<file path="src/hdl/layer_blend_modes_defines.svh">
// layer_blend_modes_defines.svh: assertion macros for the layer blend block.
// Expects clk and rst_n in the scope of use; the macros expand to nothing when SYNTH is set.
`ifndef LAYER_BLEND_MODES_DEFINES_SVH
`define LAYER_BLEND_MODES_DEFINES_SVH
`ifndef SYNTH
// Checked outside reset.
`define LBM_ASSERT(lbl, prop) \
    lbl: assert property (@(posedge clk) disable iff (!rst_n) (prop)) \
        else $error("layer_blend_modes: assertion failed");
// Checked on every edge, reset included.
`define LBM_ASSERT_RST(lbl, prop) \
    lbl: assert property (@(posedge clk) (prop)) \
        else $error("layer_blend_modes: reset assertion failed");
`else
`define LBM_ASSERT(lbl, prop)
`define LBM_ASSERT_RST(lbl, prop)
`endif
`endif

</file>
<file path="src/hdl/lbm_pkg.sv">
// lbm_pkg.sv: widths, mode and register codes, and shared types of the layer blend block.
// No dependencies; imported by lbm_lane, lbm_merge and layer_blend_modes.
`timescale 1ns / 1ps

package lbm_pkg;

    // channel format: signed, CW bits, FW fraction bits
    localparam int CW        = 16;
    localparam int FW        = 12;
    localparam int OPW       = FW + 1;
    localparam int ONE       = 1 << FW;
    localparam int HALF      = 1 << (FW - 1);
    localparam int CH_MAX    = (1 << (CW - 1)) - 1;
    localparam int CH_MIN    = -(1 << (CW - 1));

    // datapath widths
    localparam int AW        = ((CW > OPW) ? CW : OPW) + 1;  // first multiplier operands
    localparam int P1W       = 2 * AW;                       // first product
    localparam int R1W       = P1W + 1 - FW;                 // rounded first product
    localparam int XW        = R1W + 1;                      // second multiplier, wide operand
    localparam int YW        = AW + 1;                       // second multiplier, narrow operand
    localparam int P2W       = XW + YW + 1;                  // second product plus addend
    localparam int RW        = P2W + 1 - FW;                 // lane result before saturation

    localparam int NUM_LANES  = 4;
    localparam int ALPHA_LANE = 3;

    // configuration port
    localparam int MODE_W    = 4;
    localparam int CFG_IDX_W = 2;
    localparam int CFG_DW    = OPW;

    typedef logic signed [CW-1:0]  ch_t;
    typedef logic [OPW-1:0]        op_t;
    typedef logic [MODE_W-1:0]     mode_t;
    typedef logic [CFG_IDX_W-1:0]  cfg_idx_t;
    typedef logic [CFG_DW-1:0]     cfg_data_t;
    typedef logic signed [R1W-1:0] r1_t;
    typedef logic signed [XW-1:0]  xop_t;
    typedef logic signed [YW-1:0]  yop_t;
    typedef logic signed [P2W-1:0] acc_t;

    localparam op_t OP_ONE = op_t'(ONE);

    localparam cfg_idx_t CFG_MODE    = cfg_idx_t'(0);
    localparam cfg_idx_t CFG_OPACITY = cfg_idx_t'(1);

    localparam mode_t MODE_OVER   = mode_t'(0);
    localparam mode_t MODE_ADD    = mode_t'(1);
    localparam mode_t MODE_MUL    = mode_t'(2);
    localparam mode_t MODE_SUB    = mode_t'(3);
    localparam mode_t MODE_MIX    = mode_t'(4);
    localparam mode_t MODE_SCREEN = mode_t'(5);
    localparam mode_t MODE_DIFF   = mode_t'(6);
    localparam mode_t MODE_MAX    = mode_t'(7);
    localparam mode_t MODE_MIN    = mode_t'(8);

    // load enables of the three lane stages
    typedef struct packed {
        logic s1;
        logic s2;
        logic s3;
    } stage_en_t;

    // what a lane hands to the merge stage
    typedef struct packed {
        acc_t acc;      // unrounded sum of products
        xop_t direct;   // result that needs no rounding
        logic use_acc;  // take rnd(acc) rather than direct
        logic clamp;    // clamp to [0, ONE] before saturation
    } lane_res_t;

endpackage

</file>
<file path="src/hdl/lbm_lane.sv">
// lbm_lane.sv: one channel of the blend datapath, three registered stages.
// Depends on lbm_pkg; instantiated four times by layer_blend_modes.
`timescale 1ns / 1ps

module lbm_lane (
    input  logic                clk,
    input  logic                is_alpha,
    input  lbm_pkg::stage_en_t  en,
    input  lbm_pkg::mode_t      mode,
    input  lbm_pkg::op_t        opacity,
    input  lbm_pkg::ch_t        back,
    input  lbm_pkg::ch_t        front,
    input  lbm_pkg::r1_t        alpha_scaled,
    output lbm_pkg::r1_t        scaled,
    output lbm_pkg::lane_res_t  res
);
    import lbm_pkg::*;

    localparam logic signed [AW-1:0] ONE_A = AW'(ONE);

    function automatic xop_t clamp01(xop_t v);
        xop_t r;
        if (v < 0)
        begin
            r = '0;
        end
        else if (v > XW'(ONE))
        begin
            r = XW'(ONE);
        end
        else
        begin
            r = v;
        end
        return r;
    endfunction

    // stage 1: first multiply, f*op or (ONE-f)*(ONE-b) for screen in the color lanes
    logic signed [AW-1:0]  back_a;
    logic signed [AW-1:0]  front_a;
    logic signed [AW-1:0]  mul_a;
    logic signed [AW-1:0]  mul_b;
    logic signed [P1W-1:0] prod1;
    logic signed [P1W-1:0] prod1_reg;
    ch_t                   back1_reg;
    ch_t                   front1_reg;

    always_comb
    begin
        back_a  = AW'(back);
        front_a = AW'(front);
        if (mode == MODE_SCREEN && !is_alpha)
        begin
            mul_a = ONE_A - front_a;
            mul_b = ONE_A - back_a;
        end
        else
        begin
            mul_a = front_a;
            mul_b = $signed(AW'({1'b0, opacity}));
        end
        prod1 = mul_a * mul_b;
    end

    always_ff @(posedge clk)
    begin
        if (en.s1)
        begin
            prod1_reg  <= prod1;
            back1_reg  <= back;
            front1_reg <= front;
        end
    end

    // stage 2: round, mode selection, operands for the second multiply
    logic [P1W:0] p1_round;
    r1_t          r1;
    xop_t         bx;
    xop_t         fx;
    xop_t         r1x;
    xop_t         d_bf;
    xop_t         scr;
    xop_t         s;
    acc_t         add_next;
    xop_t         x_next;
    yop_t         y_next;
    xop_t         dir_next;
    logic         use_next;
    logic         clamp_next;
    acc_t         add2_reg;
    xop_t         x2_reg;
    yop_t         y2_reg;
    xop_t         dir2_reg;
    logic         use2_reg;
    logic         clamp2_reg;

    assign p1_round = {prod1_reg[P1W-1], prod1_reg} + (P1W+1)'(HALF);
    assign r1       = p1_round[P1W:FW];
    assign scaled   = r1;

    always_comb
    begin
        bx         = XW'(back1_reg);
        fx         = XW'(front1_reg);
        r1x        = XW'(r1);
        d_bf       = bx - fx;
        scr        = XW'(ONE) - r1x;
        s          = bx;
        add_next   = P2W'(bx) <<< FW;
        x_next     = '0;
        y_next     = $signed(YW'({1'b0, opacity}));
        dir_next   = bx;
        use_next   = 1'b0;
        clamp_next = 1'b0;
        unique case (mode)
            MODE_OVER:
            begin
                // color: f*op + b*(ONE-a), alpha: a + ba
                add_next   = P2W'(prod1_reg);
                x_next     = bx;
                y_next     = YW'(R1W'(ONE) - alpha_scaled);
                dir_next   = r1x + bx;
                use_next   = !is_alpha;
                clamp_next = is_alpha;
            end
            MODE_ADD:
            begin
                dir_next   = r1x + bx;
                clamp_next = is_alpha;
            end
            MODE_MUL:
            begin
                add_next = '0;
                x_next   = r1x + XW'(ONE) - $signed(XW'({1'b0, opacity}));
                y_next   = YW'(back1_reg);
                use_next = 1'b1;
            end
            MODE_SUB:
            begin
                dir_next   = bx - r1x;
                clamp_next = is_alpha;
            end
            MODE_MIX:
            begin
                x_next     = fx - bx;
                use_next   = 1'b1;
                clamp_next = is_alpha;
            end
            MODE_SCREEN:
            begin
                if (is_alpha)
                begin
                    s = clamp01(fx + bx);
                end
                else
                begin
                    s = (scr < bx) ? bx : scr;
                end
                x_next   = s - bx;
                use_next = 1'b1;
            end
            MODE_DIFF:
            begin
                if (is_alpha)
                begin
                    s = clamp01(d_bf);
                end
                else
                begin
                    s = d_bf[XW-1] ? -d_bf : d_bf;
                end
                x_next   = s - bx;
                use_next = 1'b1;
            end
            MODE_MAX:
            begin
                s        = (fx > bx) ? fx : bx;
                x_next   = s - bx;
                use_next = 1'b1;
            end
            MODE_MIN:
            begin
                s        = (fx < bx) ? fx : bx;
                x_next   = s - bx;
                use_next = 1'b1;
            end
            default:
            begin
                dir_next = bx;
            end
        endcase
    end

    always_ff @(posedge clk)
    begin
        if (en.s2)
        begin
            add2_reg   <= add_next;
            x2_reg     <= x_next;
            y2_reg     <= y_next;
            dir2_reg   <= dir_next;
            use2_reg   <= use_next;
            clamp2_reg <= clamp_next;
        end
    end

    // stage 3: second multiply-add; lerp is b*ONE + (s-b)*op
    acc_t      acc_next;
    lane_res_t res_reg;

    assign acc_next = add2_reg + x2_reg * y2_reg;

    always_ff @(posedge clk)
    begin
        if (en.s3)
        begin
            res_reg.acc     <= acc_next;
            res_reg.direct  <= dir2_reg;
            res_reg.use_acc <= use2_reg;
            res_reg.clamp   <= clamp2_reg;
        end
    end

    assign res = res_reg;

endmodule

</file>
<file path="config.mk">
export PLATFORM = sky130hd
export DESIGN_NAME = lbm_lane
export DESIGN_NICKNAME = d
export VERILOG_FILES = /design/src/hdl/layer_blend_modes_defines.svh /design/src/hdl/lbm_pkg.sv /design/src/hdl/lbm_lane.sv
export SDC_FILE = /design/constraint.sdc
export NUM_CORES = 2
export LEC_CHECK = 0
export BUFFER_PORTS_ARGS = -buffer_cell sky130_fd_sc_hd__buf_4
export CAP_MARGIN = 20
export CORE_MARGIN = 4
export CORE_UTILIZATION = 71
export DETAILED_ROUTE_END_ITERATION = 8
export GPL_ROUTABILITY_DRIVEN = 1
export PLACE_DENSITY = 0.9
export RECOVER_POWER = 50
export SLEW_MARGIN = 10
export SYNTH_ARGS = -nofsm -noshare
export SYNTH_HDL_FRONTEND = slang
export SYNTH_SLANG_ARGS = --single-unit
</file>
<file path="constraint.sdc">
create_clock -name clk -period 30.1 [get_ports clk]
set_clock_uncertainty 0.05 [all_clocks]
set_input_delay 7.525 -clock clk [delete_from_list [all_inputs] [get_ports clk]]
set_output_delay 7.525 -clock clk [all_outputs]
set_load 0.01 [all_outputs]
</file>
==> metrics.csv <==
metric,value,unit
synth_top_area_share,33.7,%
dp_hpwl,109000,um
cts_tree,yes,
timing.rr.start,prod1_reg[12],
critPathLaunch,back[2],
cts_max_level,1,
critPathMaxStageDelay,920,ps
die_h,261,um
ant_nets,0,
clockRootBuffer,clkbuf_16,
antenna_found_initial,3,
yosysMostFrequentCell,inv_1,
maxCapViolCount,5,
setup_violations,0,
fin_crit_sh,54.3,%
cts_sinks,237,
gp_congestion,1.12,
avgViaCountPerCell,6.33,
grt_setup_unrepaired,false,
drive_above_1_share,5.39,%
yosys_warnings,0,
hold_buffers,0,
ys_ff_latch,237,
cp.arrival,16630,ps
post_cts_buffers,0,
drv_slew,256,
cts_resized,0,
status,"complete, but fails checks",
avgSynthCellArea,9.23,um2
hold_start,dir2_reg[13],
violations,"capacitance limit, slew limit",
async_flop_share,0,%
synth_edf_count,237,
ctsLongestPathBuffers,3,
path_class,input port to register,
cp_slowest_cell,a2111oi_0,
syn_area,45500,um2
grt_pass1_wl,208000,um
largest_reg_flops,69,
insertion_delay,590,ps
fmax,61.2,MHz
routedWlPerCell,22.8,um
cts_buffers,27,
grt_usage,39.4,%
ys.flop_type,edfxtp_1,
fin_tns_setup,0,ps
worstPathRequired,30380,ps
cp-end-kind,register,
portBuffers,163,
multiInputGateArea,34300,um2
vias,37000,
die_x,261,um
drc,0,
path_clk_slew,70,ps
dr.pass1.iters,9,
hold_viol,0,
wirelength,133000,um
drt_iter0_drc,4072,
r2r_slack,20280,ps
crit_path_max_fanout,15,
grt_max_degree,75,
nets,6192,
min_period,16350,ps
startpoint_type,input port,
core_area,63300,um2
yosysSeqAreaShare,15.6,%
grt_pass1_vias,38700,
io_pins,169,
syn_nets,6149,
n_fill_cell,4267,
syn_inst,4930,
synth_top_area_cell,fa_1,
synth_area_leaders,"fa_1 (34%), edfxtp_1 (16%), ha_1 (10%)",
fp-row-count,92,
yosysUniqueCellTypes,88,
register_area,7120,um2
cpMostUsedCell,fa_1,
initial_core_util,71.9,%
area_growth,5.91,%
overflow,0,
hold_path.class,register to register,
worst_pin_slew,4010,ps
dieArea,68200,um2
relSlewSlack,-167,%
synthTopCellsByCount,"inv_1 (847), fa_1 (765), nand2_1 (637)",
final timing paths:
| check | endpoint | cells past startpoint |
|---|---|---|
| worst max register to register | x2_reg[23] | 30 |
| worst min-delay path | res[15] | 0 |
| worst max-delay path | prod1_reg[30] | 29 |
| worst min register to register | res[15] | 0 |
placed cells by master, fill, tap and decap left out, drive strengths merged, types with 11 or more instances in the layout:
master / synthesis / layout
a21oi: 209 / 209
xnor2: 211 / 211
edfxtp: 237 / 237
o211ai: 15 / 15
nand2b: 61 / 61
o21ai: 173 / 173
nor4: 24 / 24
o21a: 33 / 33
nor2b: 23 / 23
a21o: 73 / 73
nor2: 284 / 284
or3: 25 / 25
nand3: 49 / 49
a31oi: 15 / 15
or2: 18 / 18
a211oi: 19 / 19
buf: 38 / 182
a22oi: 22 / 22
ha: 377 / 377
and2: 158 / 158
nand4: 33 / 33
a22o: 18 / 18
inv: 850 / 855
o221ai: 15 / 15
fa: 765 / 765
o21bai: 31 / 31
a221oi: 11 / 11
nor3: 53 / 53
clkbuf: 168 / 68
nand2: 637 / 637
mux2i: 12 / 12
a211o: 14 / 14
o31ai: 14 / 14
and3: 30 / 30
xor2: 83 / 83
per-layer routing:
metal / part of all wire [%] / GRT usage, % / vias to the layer above
met5: 0.017 / 0 / -
met2: 47 / 65.0 / 2452
met3: 12 / 8.83 / 595
met4: 6.8 / 22.1 / 4
li1: - / - / 15900
met1: 35 / 48.4 / 18000
final cells by class:
type	count	area share, %
antenna	1	0.00519
clock buffer	30	1.43
clock inverter	20	0.589
inverter	850	6.62
multi-input combinational	3637	71.2
sequential	237	14.8
tap	846	2.20
timing repair buffer	220	3.15
through the flow:
stage	setup slack (ps)	utilization, %	cells	cell area (um2)	hold slack [ps]
after floorplan	14900	-	4930	45500	350
after global placement	13640	74.8	5788	47300	353
after detailed placement	13480	74.8	5788	47300	355
after CTS	14070	76.3	5838	48300	365
after global routing	13310	76.1	5841	48200	372
final	13750	76.1	5841	48200	364
worst max-delay path: cells and delay by family:
family                     cells  cell delay, ps
buffers and inverters          6             540
and+or+nand+nor                9            2630
AOI/OAI and AO/OA              5            2010
xor gates and xnor gates       2             750
adders and majority gates      7            3150
cells by family (layout without fill, tap and decap cells):
group | count (synthesis) | count (layout) | synth area share [%]
and+or+nand+nor | 1428 | 1428 | 14.5
muxes | 15 | 15 | 0.338
DFF | 237 | 237 | 15.6
AOI/OAI and AO/OA | 758 | 758 | 10.9
xor gates and xnor gates | 294 | 294 | 5.69
other | 0 | 1 | 0
buffers and inverters | 1056 | 1120 | 8.94
adders and majority gates | 1142 | 1142 | 44.0
Power is not shown: default switching activity piles up to over one toggle a cycle in this logic, so the estimate is an artifact.
