**src/hdl/layer_blend_modes_defines.svh**
```systemverilog
// layer_blend_modes_defines.svh: assertion macros for the layer blend block.
// Expects clk and rst_n in the scope of use; the macros expand to nothing when SYNTH is set.
`ifndef LAYER_BLEND_MODES_DEFINES_SVH
`define LAYER_BLEND_MODES_DEFINES_SVH
`ifndef SYNTH
// Checked outside reset.
`define LBM_ASSERT(lbl, prop) \
    lbl: assert property (@(posedge clk) disable iff (!rst_n) (prop)) \
        else $error("layer_blend_modes: assertion failed");
// Checked on every edge, reset included.
`define LBM_ASSERT_RST(lbl, prop) \
    lbl: assert property (@(posedge clk) (prop)) \
        else $error("layer_blend_modes: reset assertion failed");
`else
`define LBM_ASSERT(lbl, prop)
`define LBM_ASSERT_RST(lbl, prop)
`endif
`endif

```
**src/hdl/lbm_pkg.sv**
```systemverilog
// lbm_pkg.sv: widths, mode and register codes, and shared types of the layer blend block.
// No dependencies; imported by lbm_lane, lbm_merge and layer_blend_modes.
`timescale 1ns / 1ps

package lbm_pkg;

    // channel format: signed, CW bits, FW fraction bits
    localparam int CW        = 16;
    localparam int FW        = 12;
    localparam int OPW       = FW + 1;
    localparam int ONE       = 1 << FW;
    localparam int HALF      = 1 << (FW - 1);
    localparam int CH_MAX    = (1 << (CW - 1)) - 1;
    localparam int CH_MIN    = -(1 << (CW - 1));

    // datapath widths
    localparam int AW        = ((CW > OPW) ? CW : OPW) + 1;  // first multiplier operands
    localparam int P1W       = 2 * AW;                       // first product
    localparam int R1W       = P1W + 1 - FW;                 // rounded first product
    localparam int XW        = R1W + 1;                      // second multiplier, wide operand
    localparam int YW        = AW + 1;                       // second multiplier, narrow operand
    localparam int P2W       = XW + YW + 1;                  // second product plus addend
    localparam int RW        = P2W + 1 - FW;                 // lane result before saturation

    localparam int NUM_LANES  = 4;
    localparam int ALPHA_LANE = 3;

    // configuration port
    localparam int MODE_W    = 4;
    localparam int CFG_IDX_W = 2;
    localparam int CFG_DW    = OPW;

    typedef logic signed [CW-1:0]  ch_t;
    typedef logic [OPW-1:0]        op_t;
    typedef logic [MODE_W-1:0]     mode_t;
    typedef logic [CFG_IDX_W-1:0]  cfg_idx_t;
    typedef logic [CFG_DW-1:0]     cfg_data_t;
    typedef logic signed [R1W-1:0] r1_t;
    typedef logic signed [XW-1:0]  xop_t;
    typedef logic signed [YW-1:0]  yop_t;
    typedef logic signed [P2W-1:0] acc_t;

    localparam op_t OP_ONE = op_t'(ONE);

    localparam cfg_idx_t CFG_MODE    = cfg_idx_t'(0);
    localparam cfg_idx_t CFG_OPACITY = cfg_idx_t'(1);

    localparam mode_t MODE_OVER   = mode_t'(0);
    localparam mode_t MODE_ADD    = mode_t'(1);
    localparam mode_t MODE_MUL    = mode_t'(2);
    localparam mode_t MODE_SUB    = mode_t'(3);
    localparam mode_t MODE_MIX    = mode_t'(4);
    localparam mode_t MODE_SCREEN = mode_t'(5);
    localparam mode_t MODE_DIFF   = mode_t'(6);
    localparam mode_t MODE_MAX    = mode_t'(7);
    localparam mode_t MODE_MIN    = mode_t'(8);

    // load enables of the three lane stages
    typedef struct packed {
        logic s1;
        logic s2;
        logic s3;
    } stage_en_t;

    // what a lane hands to the merge stage
    typedef struct packed {
        acc_t acc;      // unrounded sum of products
        xop_t direct;   // result that needs no rounding
        logic use_acc;  // take rnd(acc) rather than direct
        logic clamp;    // clamp to [0, ONE] before saturation
    } lane_res_t;

endpackage

```
**src/hdl/lbm_merge.sv**
```systemverilog
// lbm_merge.sv: final rounding, alpha clamp and saturation of all lanes into the output register.
// Depends on lbm_pkg; instantiated by layer_blend_modes.
`timescale 1ns / 1ps

module lbm_merge (
    input  logic               clk,
    input  logic               rst_n,
    input  logic               load,
    input  logic               in_valid,
    input  lbm_pkg::lane_res_t res [lbm_pkg::NUM_LANES],
    output logic               out_valid,
    output lbm_pkg::ch_t       out_ch [lbm_pkg::NUM_LANES]
);
    import lbm_pkg::*;

    function automatic ch_t finish_lane(lane_res_t r);
        logic [P2W:0]         rsum;
        logic signed [RW-1:0] v;
        rsum = {r.acc[P2W-1], r.acc} + (P2W+1)'(HALF);
        v    = r.use_acc ? $signed(rsum[P2W:FW]) : RW'(r.direct);
        if (r.clamp)
        begin
            if (v < 0)
            begin
                v = '0;
            end
            else if (v > RW'(ONE))
            begin
                v = RW'(ONE);
            end
        end
        if (v > RW'(CH_MAX))
        begin
            v = RW'(CH_MAX);
        end
        else if (v < RW'(CH_MIN))
        begin
            v = RW'(CH_MIN);
        end
        return CW'(v);
    endfunction

    logic out_valid_reg;
    logic out_valid_next;
    ch_t  ch_reg  [NUM_LANES];
    ch_t  ch_next [NUM_LANES];

    always_comb
    begin
        out_valid_next = load ? in_valid : out_valid_reg;
        for (int i = 0; i < NUM_LANES; i++)
        begin
            ch_next[i] = finish_lane(res[i]);
        end
    end

    always_ff @(posedge clk or negedge rst_n)
    begin
        if (!rst_n)
        begin
            out_valid_reg <= 1'b0;
        end
        else
        begin
            out_valid_reg <= out_valid_next;
        end
    end

    always_ff @(posedge clk)
    begin
        if (load && in_valid)
        begin
            ch_reg <= ch_next;
        end
    end

    assign out_valid = out_valid_reg;
    assign out_ch    = ch_reg;

endmodule
```
**config.mk**
```make
export PLATFORM = sky130hd
export DESIGN_NAME = lbm_merge
export DESIGN_NICKNAME = d
export VERILOG_FILES = /design/src/hdl/layer_blend_modes_defines.svh /design/src/hdl/lbm_pkg.sv /design/src/hdl/lbm_merge.sv
export SDC_FILE = /design/constraint.sdc
export NUM_CORES = 1
export LEC_CHECK = 0
export BUFFER_PORTS_ARGS = -buffer_cell sky130_fd_sc_hd__clkbuf_2
export CELL_PAD_IN_SITES_DETAIL_PLACEMENT = 0
export CELL_PAD_IN_SITES_GLOBAL_PLACEMENT = 1
export CORE_MARGIN = 2
export CORE_UTILIZATION = 28
export CTS_CLUSTER_DIAMETER = 50
export DETAILED_ROUTE_END_ITERATION = 10
export GPL_TIMING_DRIVEN = 1
export PLACE_DENSITY = 0.76
export REMOVE_ABC_BUFFERS = 1
export SLEW_MARGIN = 10
export SYNTH_ARGS = -nofsm -noshare
export SYNTH_HDL_FRONTEND = slang
export SYNTH_SLANG_ARGS = --single-unit
```
**constraint.sdc**
```tcl
create_clock -name clk -period 2.05 [get_ports clk]
set_clock_uncertainty 0.15 [all_clocks]
set_input_delay 0.1025 -clock clk [delete_from_list [all_inputs] [get_ports clk]]
set_output_delay 0.1025 -clock clk [all_outputs]
set_load 0.05 [all_outputs]
```
==> impl_metrics.csv, run 1 <==
group,metric,value,unit
drt,wire_per_inst,17.3,µm
clocking,cts.sinks,65,
die,core-area,26700,µm²
sta,min_period_over_period,1.37,
drt,drc,0,
sta,finalHoldViolCount,0,
synthesis,syn_area_per_cell,7.78,µm²
final_layout,nFillCells,2430,
worst_setup_path,r2r-start,"out_valid",
worst_hold_path,hold_path.class,"primary input to register",
worst_setup_path,cp.required,2.09,ns
sta,layout_setup_ws,-0.751,ns
synthesis,synth_edf_count,64,
run_status,violations,"negative setup slack",
final_layout,drive_above_1_share,0.563,
run_status,outcome,"finished, violations left",
synthesis,synth-warning-count,0,
grt,grt.met1_usage,0.305,
clocking,htree_num_levels,3,
final_layout,syn_to_final_growth,93.0,%
grt,top_usage_layer,"met2",
synthesis,syn_inst,974,
grt,antenna_found_initial,0,
clocking,cts_tree,"yes",
worst_setup_path,end_kind,"register",
worst_setup_path,r2r_slack,0.60,ns
synthesis,netlist_area,7580,µm²
grt,grt_pass1_vias,10600,
die,initial_core_util,0.284,
final_layout,nNetsFinal,1987,
worst_setup_path,r2r_cells,2,
sta,worst_pin_slew,0.710,ns
synthesis,seq_area_frac_synth,0.257,
sta,hold_slack,0.0140,ns
grt,grt_max_degree,26,
sta,setup_violations,60,
drt,via_count,10800,
die,die_h,169,µm
placed_design,port_buffers,300,
placed_design,hpwl,28.2,mm
sta,maxSlewViolCount,0,
worst_setup_path,start_kind,"primary input",
flow_run,cap_violations,0,
worst_hold_path,hold-path-cell-count,3,
clocking,numCtsBuffers,9,
final_layout,multiInputGateArea,6340,µm²
pwr,p_leak,6.48,nW
die,die_w,169,µm
synthesis,async_reset_ff_frac,0.0154,
die,dieArea,28400,µm²
grt,grt.total_usage,0.241,
sta,fmax,357,MHz
worst_setup_path,cp_max_fo,6,
worst_hold_path,hp-start,"res[147]",
grt,grt-ovfl-total,0,
sta,period_minus_slack,2.80,ns
sta,slew-limit-headroom,0.526,
drt,routed_via_density,5.25,
worst_hold_path,hold_end,"out_ch[39]",
sta,rsz0062_at_grt,"true",
grt,grt_pass1_wl,54.7,mm
pwr,p_per_area,412,nW/µm²
final_layout,fin_cells,2049,
clocking,cts_buffer_depth,2,
grt,grtUsageMet3,0.0372,
die,fp-row-count,60,
synthesis,yosys_register_bits,65,
final_layout,register_area,1950,µm²
drt,drtPass1Iterations,5,
worst_setup_path,worstReg2RegEnd,"out_valid",
synthesis,ys_types,79,
grt,met2_usage,0.429,
clocking,clk_pin_slew_worst_paths,0.06,ns
placed_design,dp.cells,1970,
final_layout,largest_register_ffs,64,
final_layout,antenna_cells,0,
pwr,ir_drop,0.421,mV
clocking,clk_latency,0.34,ns
final_layout,postLayoutCoreUtil,0.547,
pwr,total_power,0.00603,W
worst_setup_path,crit_type,"primary input to register",
drt,drt_wl_total,35.6,mm
drt,drt_iter0_markers,616,
worst_setup_path,arrival,2.84,ns
synthesis,synth_top_flop_cell,"edfxtp_1",
placed_design,place.gp.congestion,0.947,
die,io_pins,345,
clocking,cts_root_buffer,"clkbuf_16",
drt,ant_nets,0,
cell type report:
type | instances | area share
flip-flops and latches | 65 | 0.133
clock buffers | 9 | 0.0154
multi-input cells | 833 | 0.433
repair buffers | 766 | 0.373
well taps | 341 | 0.0292
inverters | 28 | 0.00719
clock inverters | 7 | 0.00855
worst max-delay path by stage:
stage	startpoint	end	cells past startpoint
4_1_cts	res[255]	out_ch[58]	12
5_1_grt	res[255]	out_ch[57]	15
6_report	res[255]	out_ch[57]	12
3_5_place_dp	res[175]	out_ch[32]	12
2_1_floorplan	res[175]	out_ch[32]	9
3_3_place_gp	res[257]	out_ch[49]	12
synth_stat cells (30+ instances only):
master     n  share of area
nor2_1    91          0.045
nand2_1   68          0.034
nand3_1   65          0.043
edfxtp_1  64           0.25
xnor2_1   55          0.064
nand4_1   50          0.041
o21ai_0   50          0.033
a21oi_1   41          0.027
nor3_1    39          0.026
clkbuf_1  32          0.016
nor4_1    30          0.025
cells by family (layout without fill, tap and decap cells):
kind of cell	after synthesis	count (layout)	synth area share
mux	30	30	0.0400
flops	65	65	0.257
fa+ha+maj	4	4	0.00660
xor+xnor	83	83	0.0959
buf+inv	79	810	0.0438
simple gates	473	474	0.337
compound gates	240	242	0.219
stage by stage:
step                      setup WS, ns  instance area (µm²)  setup TNS, ns
after floorplan                  -1.28                 7350         -68.47
after detailed placement         -1.41                12400         -74.11
after global placement           -1.32                12400         -69.77
after CTS                       -0.791                13900         -35.41
after global routing            -0.820                14600         -41.79
final                           -0.751                14600         -36.57
repair_timing:
item,4_1_cts,5_1_grt
hold buffers,11,0
endpoints found under the hold margin,9,0
setup buffers,33,18
setup endpoints to repair,61,63
resized for setup,195,123
cloned,5,0
pin swaps,88,69
cell usage in the layout (no fill, tap or decap), types with 26 or more instances in the layout:
cell and n:
mux2i_1 28, o21ai_2 28, nand3_1 62, xnor2_1 54
nand2_1 57, nor2_1 83, buf_4 422, nor3_1 26
xor2_1 26, inv_1 27, clkbuf_2 271, nand4_1 50
a21oi_1 32, buf_6 40, edfxtp_1 64
worst max-delay path, cell delays in order:
cell      delay, ns
buf_8          0.08
nand3_4        0.09
or4_4          0.59
o311ai_4       0.32
o41ai_2        0.12
or3_1          0.36
a2111o_1       0.39
buf_6          0.14
o41ai_4        0.21
nand2_2        0.15
buf_12         0.17
o21ai_4        0.13
power breakdown:
group	internal, W	switching, W
registers	0.00159	0.0000370
logic	0.00115	0.00139
clock network	0.00120	0.000656
total	0.00395	0.00209
routing by layer:
metal  vias to the layer above  share of wire  wire length, µm
met5                         -              0                0
met3                        47          0.058             2060
li1                       5263              -                -
met1                      5059           0.44            15600
met4                         0          0.020              725
met2                       390           0.48            17200
No activity file was read; power rests on OpenSTA's default activity.
==> inputs of run 2 (changes only) <==
MAX_ROUTING_LAYER = met4   (was unset)
==> impl_metrics.csv, run 2 (synthesized netlist as in run 1, its figures left out) <==
group,metric,value,unit
drt,wire_per_inst,17.7,µm
worst_setup_path,start_kind,"primary input",
clocking,numCtsBuffers,9,
placed_design,hpwl,28.4,mm
die,die_w,169,µm
worst_setup_path,r2r_cells,2,
pwr,ir_drop,0.454,mV
worst_setup_path,arrival,3.02,ns
worst_hold_path,hold-path-cell-count,3,
die,die_h,169,µm
final_layout,nFillCells,2446,
pwr,total_power,0.00606,W
final_layout,final_common_cell,"buf_4",
die,core-area,26700,µm²
pwr,p_per_area,417,nW/µm²
worst_setup_path,end_kind,"register",
die,dieArea,28400,µm²
final_layout,final_cell_mix,"420 x buf_4, 281 x clkbuf_2, 83 x nor2_1",
placed_design,placed_area,12400,µm²
worst_hold_path,hold_path.class,"primary input to register",
clocking,clk_latency,0.35,ns
grt,grt-ovfl-total,0,
die,io_pins,345,
drt,ant_nets,0,
drt,routed_via_density,5.32,
drt,via_count,10900,
grt,antenna_found_initial,0,
worst_setup_path,cp.required,2.09,ns
die,initial_core_util,0.284,
final_layout,syn_to_final_growth,91.8,%
worst_setup_path,r2r-start,"out_valid",
final_layout,register_area,1950,µm²
pwr,swShare,0.350,
drt,drt_iter0_markers,807,
clocking,cts_buffer_depth,2,
sta,finalHoldViolCount,0,
final_layout,postLayoutCoreUtil,0.544,
worst_hold_path,hold_end,"out_ch[39]",
pwr,seqPwrFrac,0.270,
final_layout,final_cell_area,14500,µm²
run_status,violations,"negative setup slack",
drt,drc,0,
run_status,outcome,"finished, violations left",
pwr,p_sw,0.00212,W
die,fp-row-count,60,
final_layout,multiInputGateArea,6310,µm²
clocking,cts_root_buffer,"clkbuf_16",
clocking,htree_num_levels,3,
worst_setup_path,r2r_slack,0.60,ns
sta,fmax,336,MHz
drt,drt_wl_total,36.3,mm
worst_hold_path,hp-start,"res[147]",
placed_design,port_buffers,300,
pwr,p_int,0.00394,W
placed_design,dp.cells,1975,
drt,met2_length,17.5,mm
drt,met3_length,2.33,mm
drt,drtPass1Iterations,5,
final_layout,largest_register_ffs,64,
grt,grt_max_degree,34,
final_layout,nNetsFinal,1989,
clocking,clk_pin_slew_worst_paths,0.06,ns
grt,grt_pass1_wl,55.0,mm
worst_setup_path,crit_type,"primary input to register",
pwr,p_leak,6.44,nW
clocking,cts_tree,"yes",
clocking,cts.sinks,65,
flow_run,cap_violations,0,
sta,setup_tns,-42.72,ns
sta,layout_setup_ws,-0.929,ns
grt,grt_pass1_vias,10800,
grt,grt.total_usage,0.250,
final_layout,drive_above_1_share,0.561,
pwr,clkPwrFrac,0.311,
sta,worst_pin_slew,0.521,ns
worst_setup_path,worstReg2RegEnd,"out_valid",
drt,met1_length,15.1,mm
drt,top_layer,"met4",
placed_design,place.gp.congestion,0.990,
sta,rsz0062_at_grt,"true",
sta,min_period_over_period,1.45,
sta,period_minus_slack,2.98,ns
worst_setup_path,cp_max_fo,8,
sta,setup_violations,60,
pwr,p_comb_frac,0.419,
final_layout,fin_cells,2051,
sta,slew-limit-headroom,0.648,
sta,maxSlewViolCount,0,
final_layout,antenna_cells,0,
[run 2: how the worst max path moves through the flow]
stage / startpoint / end / cells after the start
floorplan: res[175] / out_ch[32] / 9
global placement: res[245] / out_ch[49] / 14
detailed placement: res[245] / out_ch[48] / 14
CTS: res[50] / out_ch[3] / 13
global route: res[37] / out_ch[3] / 12
finish: res[37] / out_ch[4] / 13
[run 2: through the flow]
step           hold WS, ns  setup WS (ns)
3_5_place_dp        -0.270          -1.40
2_1_floorplan       -0.343          -1.28
5_1_grt             0.0154          -1.08
3_3_place_gp        -0.269          -1.34
4_1_cts            0.00195         -0.833
6_report            0.0161         -0.929
[run 2: area by class of cell]
class	count	share of cell area
flip-flops and latches	65	0.134
well taps	341	0.0294
repair buffers	768	0.371
inverters	28	0.00723
clock buffers	9	0.0155
clock inverters	7	0.00878
multi-input cells	833	0.434
[run 2: repair_timing]
item	in CTS	in global routing
cloned	7	0
endpoints found under the hold margin	11	0
endpoints found under the setup margin	61	61
gates resized for setup	173	117
pin swaps	68	70
hold buffers	13	0
buffers inserted	34	16
[run 2: power by group through the flow]
stage / Clock, W / Combinational, W / Sequential (W)
after floorplan: 0 / 0.000582 / 0.00201
after global placement: 0 / 0.00217 / 0.00166
after detailed placement: 0 / 0.00219 / 0.00166
after CTS: 0.00193 / 0.00238 / 0.00164
after global routing: 0.00198 / 0.00270 / 0.00164
final: 0.00188 / 0.00254 / 0.00163
[run 2: routing by layer]
| layer | vias up | track usage |
|---|---|---|
| li1 | 5252 | - |
| met1 | 5115 | 0.300 |
| met2 | 451 | 0.417 |
| met3 | 101 | 0.0493 |
| met4 | 0 | 0.0937 |
| met5 | - | - |
[run 2: worst max-delay path: stages]
cell and delay [ns]:
clkbuf_2 0.11, and3_1 0.18, nand2_1 0.24, buf_4 0.24, or4_1 0.49, a221o_1 0.42, o31ai_2 0.24, buf_4 0.16
o2111a_1 0.26, nor2_2 0.07, o31a_1 0.20, buf_4 0.19, o21ai_4 0.12
